**src/hw/rtl/stq_pkg.sv**
```systemverilog
// Shared types and codes for the sorted task ready queue.
`timescale 1ns / 1ps
`default_nettype none

package stq_pkg;

  localparam int OCC_W = 5;

  typedef enum logic [1:0] {
    CMD_SORTED = 2'd0,
    CMD_FRONT  = 2'd1,
    CMD_BACK   = 2'd2,
    CMD_POP    = 2'd3
  } stq_cmd_t;

  typedef enum logic [1:0] {
    ST_OK    = 2'd0,
    ST_FULL  = 2'd1,
    ST_EMPTY = 2'd2
  } stq_status_t;

  localparam logic [1:0] KEY_ARRIVAL = 2'd0;
  localparam logic [1:0] KEY_BURST   = 2'd1;
  localparam logic [1:0] KEY_PRIO    = 2'd2;
  localparam logic [1:0] KEY_NONE    = 2'd3;

  typedef struct packed {
    logic [1:0]  cmd;
    logic [7:0]  task_id;
    logic [15:0] arrival;
    logic [15:0] remaining_burst;
    logic [7:0]  prio_level;
  } stq_in_t;

  typedef struct packed {
    logic [1:0]       status;
    logic [7:0]       out_id;
    logic [15:0]      out_arrival;
    logic [15:0]      out_burst;
    logic [7:0]       out_prio;
    logic [OCC_W-1:0] occupancy;
    logic             is_empty;
  } stq_out_t;

  typedef struct packed {
    logic [7:0]  id;
    logic [15:0] arrival;
    logic [15:0] burst;
    logic [7:0]  prio;
  } stq_entry_t;

  localparam int ENTRY_W = $bits(stq_entry_t);

endpackage

`default_nettype wire

```
**src/hw/rtl/stq_ram.sv**
```systemverilog
// Generic single-write, single-read RAM with registered read data.
`timescale 1ns / 1ps
`default_nettype none

module stq_ram #(
  parameter int WIDTH = 48,
  parameter int DEPTH = 16
) (
  input  wire logic                     clk,
  input  wire logic                     we,
  input  wire logic [$clog2(DEPTH)-1:0] waddr,
  input  wire logic [WIDTH-1:0]         wdata,
  input  wire logic                     re,
  input  wire logic [$clog2(DEPTH)-1:0] raddr,
  output logic      [WIDTH-1:0]         rdata
);

  logic [WIDTH-1:0] mem [DEPTH];
  logic [WIDTH-1:0] rdata_r;

  always_ff @(posedge clk) begin
    if (we) begin
      mem[waddr] <= wdata;
    end
    if (re) begin
      rdata_r <= mem[raddr];
    end
  end

  assign rdata = rdata_r;

endmodule

`default_nettype wire

```
**src/hw/rtl/stq_cmp.sv**
```systemverilog
// Shared key compare unit: does the new entry pass the held entry.
`timescale 1ns / 1ps
`default_nettype none

module stq_cmp (
  input  wire logic [1:0]          sort_key,
  input  wire stq_pkg::stq_entry_t new_ent,
  input  wire stq_pkg::stq_entry_t held_ent,
  output logic                     passes
);
  import stq_pkg::*;

  logic [15:0] key_new;
  logic [15:0] key_held;

  always_comb begin
    case (sort_key)
      KEY_ARRIVAL: begin
        key_new  = new_ent.arrival;
        key_held = held_ent.arrival;
      end
      KEY_BURST: begin
        key_new  = new_ent.burst;
        key_held = held_ent.burst;
      end
      default: begin
        key_new  = {8'd0, new_ent.prio};
        key_held = {8'd0, held_ent.prio};
      end
    endcase
  end

  always_comb begin
    if (sort_key == KEY_NONE) begin
      passes = 1'b0;
    end else if (key_new == key_held) begin
      passes = new_ent.id > held_ent.id;
    end else begin
      passes = key_new > key_held;
    end
  end

endmodule

`default_nettype wire

```
**src/hw/rtl/sorted_task_ready_queue.sv**
```systemverilog
// Top level: sorted task ready queue with its command sequencer.
//
// Usage: drive in_data and raise start; the command word is taken at a
// rising edge where start is high and busy is low. busy then stays high
// until the result is issued. The result word appears on out_data for
// exactly one cycle with out_valid high; the receiver cannot stall it.
// sort_key is written through cfg_we/cfg_wdata; the user must write it
// only while the queue is idle; the block itself does not enforce this.
// Entries live in one RAM with a registered read port, and one compare
// unit is reused for every step of the search. Push back writes the
// entry at the tail; push front and insert with key none shift every
// held entry up one place and write at the head; a sorted insert first
// searches from the head for the first entry that the new one does not
// pass, then shifts the rest up; a pop reads the head and shifts the
// rest down. Full inserts and pops on empty skip the RAM entirely.
// Reset empties the queue and clears sort_key to arrival time; RAM
// contents are not cleared, as only held entries are ever read.
`timescale 1ns / 1ps
`default_nettype none

module sorted_task_ready_queue #(
  parameter int QUEUE_DEPTH = 16
) (
  input  wire logic             clk,
  input  wire logic             rst_n,
  input  wire logic             start,
  output logic                  busy,
  input  wire stq_pkg::stq_in_t in_data,
  output logic                  out_valid,
  output stq_pkg::stq_out_t     out_data,
  input  wire logic             cfg_we,
  input  wire logic [1:0]       cfg_wdata
);
  import stq_pkg::*;

  localparam int IW = $clog2(QUEUE_DEPTH);
  localparam int CW = $clog2(QUEUE_DEPTH + 1);

  typedef enum logic [9:0] {
    S_IDLE     = 10'b00_0000_0001,
    S_SRCH_RD  = 10'b00_0000_0010,
    S_SRCH_CMP = 10'b00_0000_0100,
    S_UP_CHK   = 10'b00_0000_1000,
    S_MOVE_RD  = 10'b00_0001_0000,
    S_MOVE_WR  = 10'b00_0010_0000,
    S_PLACE    = 10'b00_0100_0000,
    S_POP_RD   = 10'b00_1000_0000,
    S_POP_CAP  = 10'b01_0000_0000,
    S_RESP     = 10'b10_0000_0000
  } stq_state_t;

  stq_state_t state_r, state_nxt;
  logic [CW-1:0] count_r, count_nxt;
  logic [IW-1:0] pos_r, pos_nxt;
  logic [IW-1:0] idx_r, idx_nxt;
  logic          up_r, up_nxt;
  logic [1:0]    status_r, status_nxt;
  stq_entry_t    ent_r, ent_nxt;
  stq_entry_t    pop_r, pop_nxt;
  logic          out_valid_r, out_valid_nxt;
  stq_out_t      out_r, out_nxt;
  logic [1:0]    sort_key_r;

  logic          ram_we, ram_re;
  logic [IW-1:0] ram_waddr, ram_raddr;
  stq_entry_t    ram_wdata, rd_ent;
  logic          pass;
  logic          full;

  stq_ram #(
    .WIDTH(ENTRY_W),
    .DEPTH(QUEUE_DEPTH)
  ) u_ram (
    .clk  (clk),
    .we   (ram_we),
    .waddr(ram_waddr),
    .wdata(ram_wdata),
    .re   (ram_re),
    .raddr(ram_raddr),
    .rdata(rd_ent)
  );

  stq_cmp u_cmp (
    .sort_key(sort_key_r),
    .new_ent (ent_r),
    .held_ent(rd_ent),
    .passes  (pass)
  );

  assign full = (count_r == CW'(QUEUE_DEPTH));

  always_comb begin
    state_nxt     = state_r;
    count_nxt     = count_r;
    pos_nxt       = pos_r;
    idx_nxt       = idx_r;
    up_nxt        = up_r;
    status_nxt    = status_r;
    ent_nxt       = ent_r;
    pop_nxt       = pop_r;
    out_valid_nxt = 1'b0;
    out_nxt       = out_r;
    ram_we        = 1'b0;
    ram_re        = 1'b0;
    ram_waddr     = idx_r;
    ram_raddr     = idx_r;
    ram_wdata     = rd_ent;

    unique case (state_r)
      S_IDLE: begin
        if (start) begin
          ent_nxt.id      = in_data.task_id;
          ent_nxt.arrival = in_data.arrival;
          ent_nxt.burst   = in_data.remaining_burst;
          ent_nxt.prio    = in_data.prio_level;
          pop_nxt         = '0;
          status_nxt      = ST_OK;
          pos_nxt         = '0;
          up_nxt          = 1'b1;
          if (in_data.cmd == CMD_POP) begin
            if (count_r == '0) begin
              status_nxt = ST_EMPTY;
              state_nxt  = S_RESP;
            end else begin
              state_nxt = S_POP_RD;
            end
          end else if (full) begin
            status_nxt = ST_FULL;
            state_nxt  = S_RESP;
          end else if (in_data.cmd == CMD_BACK) begin
            pos_nxt   = IW'(count_r);
            state_nxt = S_PLACE;
          end else if (in_data.cmd == CMD_FRONT || sort_key_r == KEY_NONE) begin
            state_nxt = S_UP_CHK;
          end else begin
            state_nxt = S_SRCH_RD;
          end
        end
      end
      S_SRCH_RD: begin
        if (CW'(pos_r) == count_r) begin
          state_nxt = S_UP_CHK;
        end else begin
          ram_re    = 1'b1;
          ram_raddr = pos_r;
          state_nxt = S_SRCH_CMP;
        end
      end
      S_SRCH_CMP: begin
        if (pass) begin
          pos_nxt   = pos_r + IW'(1);
          state_nxt = S_SRCH_RD;
        end else begin
          state_nxt = S_UP_CHK;
        end
      end
      S_UP_CHK: begin
        idx_nxt = IW'(count_r - CW'(1));
        if (CW'(pos_r) == count_r) begin
          state_nxt = S_PLACE;
        end else begin
          state_nxt = S_MOVE_RD;
        end
      end
      S_MOVE_RD: begin
        ram_re    = 1'b1;
        ram_raddr = idx_r;
        state_nxt = S_MOVE_WR;
      end
      S_MOVE_WR: begin
        ram_we    = 1'b1;
        ram_wdata = rd_ent;
        if (up_r) begin
          ram_waddr = idx_r + IW'(1);
          if (idx_r == pos_r) begin
            state_nxt = S_PLACE;
          end else begin
            idx_nxt   = idx_r - IW'(1);
            state_nxt = S_MOVE_RD;
          end
        end else begin
          ram_waddr = idx_r - IW'(1);
          if (CW'(idx_r) + CW'(1) == count_r) begin
            count_nxt = count_r - CW'(1);
            state_nxt = S_RESP;
          end else begin
            idx_nxt   = idx_r + IW'(1);
            state_nxt = S_MOVE_RD;
          end
        end
      end
      S_PLACE: begin
        ram_we    = 1'b1;
        ram_waddr = pos_r;
        ram_wdata = ent_r;
        count_nxt = count_r + CW'(1);
        state_nxt = S_RESP;
      end
      S_POP_RD: begin
        ram_re    = 1'b1;
        ram_raddr = '0;
        state_nxt = S_POP_CAP;
      end
      S_POP_CAP: begin
        pop_nxt = rd_ent;
        up_nxt  = 1'b0;
        idx_nxt = IW'(1);
        if (count_r == CW'(1)) begin
          count_nxt = '0;
          state_nxt = S_RESP;
        end else begin
          state_nxt = S_MOVE_RD;
        end
      end
      S_RESP: begin
        out_valid_nxt        = 1'b1;
        out_nxt.status       = status_r;
        out_nxt.out_id       = pop_r.id;
        out_nxt.out_arrival  = pop_r.arrival;
        out_nxt.out_burst    = pop_r.burst;
        out_nxt.out_prio     = pop_r.prio;
        out_nxt.occupancy    = OCC_W'(count_r);
        out_nxt.is_empty     = (count_r == '0);
        state_nxt            = S_IDLE;
      end
      default: begin
        state_nxt = S_IDLE;
      end
    endcase
  end

  always_ff @(posedge clk) begin
    if (!rst_n) begin
      state_r     <= S_IDLE;
      count_r     <= '0;
      out_valid_r <= 1'b0;
      sort_key_r  <= KEY_ARRIVAL;
    end else begin
      state_r     <= state_nxt;
      count_r     <= count_nxt;
      out_valid_r <= out_valid_nxt;
      if (cfg_we) begin
        sort_key_r <= cfg_wdata;
      end
    end
  end

  always_ff @(posedge clk) begin
    pos_r    <= pos_nxt;
    idx_r    <= idx_nxt;
    up_r     <= up_nxt;
    status_r <= status_nxt;
    ent_r    <= ent_nxt;
    pop_r    <= pop_nxt;
    out_r    <= out_nxt;
  end

  assign busy      = (state_r != S_IDLE);
  assign out_valid = out_valid_r;
  assign out_data  = out_r;

  a_count_bound: assert property (@(posedge clk) disable iff (!rst_n)
    count_r <= CW'(QUEUE_DEPTH))
    else $error("entry count beyond queue depth");

  a_strobe_after_resp: assert property (@(posedge clk) disable iff (!rst_n)
    out_valid_r |-> $past(state_r == S_RESP))
    else $error("result strobe without response step");

  a_accept_busy: assert property (@(posedge clk) disable iff (!rst_n)
    (start && !busy) |=> busy)
    else $error("accepted word did not raise busy");

  a_full_occ: assert property (@(posedge clk) disable iff (!rst_n)
    (out_valid_r && out_r.status == ST_FULL) |->
      (out_r.occupancy == OCC_W'(QUEUE_DEPTH)))
    else $error("full rejection with wrong occupancy");

  a_count_step: assert property (@(posedge clk) disable iff (!rst_n)
    (state_r != S_PLACE && state_r != S_MOVE_WR && state_r != S_POP_CAP) |=>
      $stable(count_r))
    else $error("entry count changed outside an update step");

endmodule

`default_nettype wire
```
**config.mk**
```make
export PLATFORM = sky130hd
export DESIGN_NAME = sorted_task_ready_queue
export DESIGN_NICKNAME = d
export VERILOG_FILES = /design/src/hw/rtl/stq_pkg.sv /design/src/hw/rtl/stq_ram.sv /design/src/hw/rtl/stq_cmp.sv /design/src/hw/rtl/sorted_task_ready_queue.sv
export SDC_FILE = /design/constraint.sdc
export NUM_CORES = 1
export LEC_CHECK = 0
export ABC_AREA = 1
export ABC_CLOCK_PERIOD_IN_PS = 15200
export BUFFER_PORTS_ARGS = -buffer_cell sky130_fd_sc_hd__buf_2
export CAP_MARGIN = 20
export CORE_MARGIN = 10
export CORE_UTILIZATION = 41
export DETAILED_ROUTE_END_ITERATION = 7
export HOLD_SLACK_MARGIN = 0.06
export SLEW_MARGIN = 20
export SYNTH_ARGS = -nofsm -noshare
export SYNTH_HDL_FRONTEND = slang
export SYNTH_HIERARCHICAL = 1
export SYNTH_SLANG_ARGS = --single-unit
export TNS_END_PERCENT = 100
```
**constraint.sdc**
```tcl
create_clock -name clk -period 15.2 [get_ports clk]
set_input_delay 3.04 -clock clk [delete_from_list [all_inputs] [get_ports clk]]
set_output_delay 3.04 -clock clk [all_outputs]
set_load 0.1 [all_outputs]
```
==> impl_results.md <==
- WP data arrival: 2.07 ns
- Status: finished, final reports clean
- Setup Buffers After CTS: 0
- Die X: 345 um
- Crit share post-route: 0.337
- XOR/XNOR Fraction of Synth Area: 0.00243
- Placed cells: 5419
- Cell area after layout: 0.0486 mm^2
- Share of layout cells above drive strength 1: 0.0945
- Slowest-stage cell, CP: dfxtp_1
- Worst path cell trace: nor2_8 > inv_2 > nor3_4 > inv_2 > buf_2
- Clk_lat worst skew: 0.69 ns
- Crit Reg-Reg Startpoint: count_r[3]
- Reg2reg end: u_ram/rdata[27]
- Maxcap violations: 0
- Overall routed net length: 118000 um
- Gr usage total: 0.195
- DP Area: around 0.045 mm^2
- Synth Area in Adders: 0.00869
- Crit-path max FO: 9
- Grt ovf: 0
- Post-synthesis sequential area ratio: 0.689
- Post-Synthesis Cell Area: 0.0432 mm^2
- Worst Setup SP: state_r[8]
- Setup Skew: 0.0355 ns
- Crit path required time: 12.16 ns
- CTS tree: yes
- CTS HTree Levels: 3
- Post_cts resized: 0
- Syn nets: 4108
- DRT iter0 DRCs: 3226
- Most frequent CP cell: inv_2
- Rows: 119
- CTS Buf Count: between 100 and 150
- Post-synthesis cell type count: 45
- CP Capture Point: busy
- Final net count: 4223
- Number of synthesized flops with an enable pin: ~980
- DP Worst Slack: 9.91 ns
- Synth Area in Simple Gates: 0.190
- Ys Warns: 6
- Register area: roughly 0.030 mm^2
- Mux cell area share after synthesis: 0
- Setup TNS: 0 ns
- Die area: 0.119 mm^2
- Setup WS post-layout: 10.09 ns
- Pleak: 20.2 nW
- Max Slew Vio Count: 0
- Gpl congestion: 0.853
- Unrepaired setup endpoints after global routing: no
- Slew @ Worst Pin: 1.15 ns
- Main synth FF type: edfxtp_1
- Die height: 345 um
- Seq cells post-synth: roughly 1000
- Routed Antenna Nets: 0
- Startpoint types: register
- Hold WC Path Type: reg -> reg
- Worst hold margin: between 0.4 and 0.5 ns
- First-pass GRT wire length: 172000 um
- Max Fclk: 0.196 GHz
- Setup CP Type: reg -> out
- Syn Inst Count: between 4000 and 5000
- Clock Tree Root: clkbuf_16
- Synth Area in Compound Gates: 0.0202
- Vias: 28500
- Final Critical Period: 5.11 ns
- Crit path capture type: primary output
- Fraction of registers with async set/reset: 0
- Fin cells: 5617
- # hold bufs at CTS: 0
- Count of final hold-check violations: 0
- DP HPWL: 61900 um
- Vias per cell: slightly above 5
- # fillers: 9556
- IO buf count: 113
- Final setup vio count: 0
- CTS max path bufs: 3
- Vias in the first global route: 26800
- # IOs: ~110
- Core Footprint: roughly 0.10 mm^2
- Reg-to-reg slack, setup: 10.49 ns
- Initial antenna violation count: 10
- Worst-path clk slew: 0.06 ns
- Drc violations: 0
- Syn avg cell area: 10.7 um^2
- Peak VDD IR: 0.000100 V
- DR WL/cell: 21.0 um
- Pin count of the biggest net entering global routing: 205
- CP max stage delay: around 0.4 ns
- 1st-pass router iterations: 5
- Area growth syn-to-layout: 12.5%
- Initial Utilization: 0.412
- PwrDens: ~130 mW/mm^2
- # clock sinks: 997
- Main combinational cell family by area after synthesis: simple AND/OR/NAND/NOR gates
- Area of the multi-input gates: roughly 0.0098 mm^2
- R2R depth: 15
- Slew HR: 0.232
[final cells by class]
class                           count  share of cell area
Multi-Input combinational cell   2122               0.202
Timing Repair Buffer              192              0.0247
Clock inverter                     60              0.0119
Inverter                          718              0.0559
Tap cell                         1391              0.0358
Sequential cell                   997               0.612
Clock buffer                      133              0.0575
Antenna cell                        4            0.000206
[kinds of logic after synthesis]
family          Yosys count
buf+inv                 903
fa+ha+maj                30
simple gates           1935
xor+xnor                 12
flops                   997
compound gates          145
[synth_stat cells (2+ instances only)]
master	n	area [um^2]
a21oi_1	29	145
a22o_1	23	201
buf_1	7	26.3
buf_2	89	445
buf_4	17	128
buf_6	38	428
clkbuf_1	31	116
clkbuf_2	2	10.0
dfxtp_1	18	360
edfxtp_1	979	29400
ha_1	30	375
inv_1	701	2630
inv_2	14	52.6
inv_4	2	12.5
nand2_1	1151	4320
nand2_2	3	18.8
nand2_4	2	22.5
nand3_1	610	3050
nand3_2	3	30.0
nand3_4	2	35.0
nand3b_1	6	45.0
nand4_1	9	56.3
nor2_1	131	492
nor2_2	4	25.0
nor2_4	2	22.5
nor3_1	7	35.0
o211ai_1	5	37.5
o21ai_0	55	275
o21ai_1	8	40.0
o221ai_1	4	35.0
o22ai_1	15	93.8
o31ai_1	2	15.0
xnor2_1	4	35.0
xor2_1	8	70.1
[layer usage]
metal,global-route usage,share of wire,wire [um]
met4,0.0699,0.032,3760
met5,0,0.00013,15
met2,0.303,0.45,53400
met3,0.0422,0.088,10400
met1,0.268,0.43,50700
[power breakdown]
part | internal (mW) | total [mW] | switching [mW] | leakage (nW)
registers | 3.13 | 3.19 | 0.0669 | 9.02
clock network | 1.47 | 2.52 | 1.05 | 1.65
logic | 0.115 | 0.462 | 0.347 | 9.49
total | 4.71 | 6.18 | 1.47 | 20.2
[how the worst min path moves through the flow]
stage / slack (ns) / startpoint / depth (start not counted) / end
2_1_floorplan: 0.40 / pop_r[4] / 0 / out_data[10]
3_3_place_gp: 0.40 / pop_r[37] / 0 / out_data[43]
3_5_place_dp: 0.40 / pop_r[15] / 0 / out_data[21]
4_1_cts: 0.42 / pop_r[40] / 0 / out_data[46]
5_1_grt: 0.42 / pop_r[37] / 0 / out_data[43]
6_report: 0.42 / pop_r[46] / 0 / out_data[52]
[stage by stage]
stage                      util  power [mW]
after floorplan               -        3.52
after detailed placement  0.431        3.71
after CTS                 0.463        6.22
after global routing      0.463        6.38
final                     0.463        6.18
after global placement    0.430        3.70
[cell usage in the layout, fill, tap and decap left out, types with 5 or more instances in the layout]
cell type / n
nor2_4: 19
edfxtp_1: 979
nand2_1: 1150
clkbuf_1: 25
clkinv_2: 17
bufinv_16: 10
nor3_1: 6
nand4_1: 9
buf_2: 114
o21ai_1: 9
a22o_1: 23
inv_1: 699
xor2_1: 8
inv_2: 14
o21ai_0: 52
buf_4: 75
clkbuf_16: 108
a21oi_1: 29
clkinv_1: 25
inv_6: 5
nand3b_1: 6
ha_1: 30
nand3_1: 609
nor2_1: 115
dfxtp_1: 18
o211ai_1: 5
o22ai_1: 11
[critical path: cells and delay by family, from the launching register on]
kind	cells	cell delay, ns
buffers and inverters	3	0.51
and+or+nand+nor	2	0.52
DFF	1	0.39
[flip-flops by register name, indices dropped and copies added (netlist names)]
name         count
u_ram/mem      768
out_data        56
ent_r           48
pop_r           48
u_ram/rdata     48
state_r         10
count_r          5
idx_r            4
pos_r            4
sort_key_r       2
status_r         2
out_valid        1
up_r             1
(Power assumes the default switching activity.)
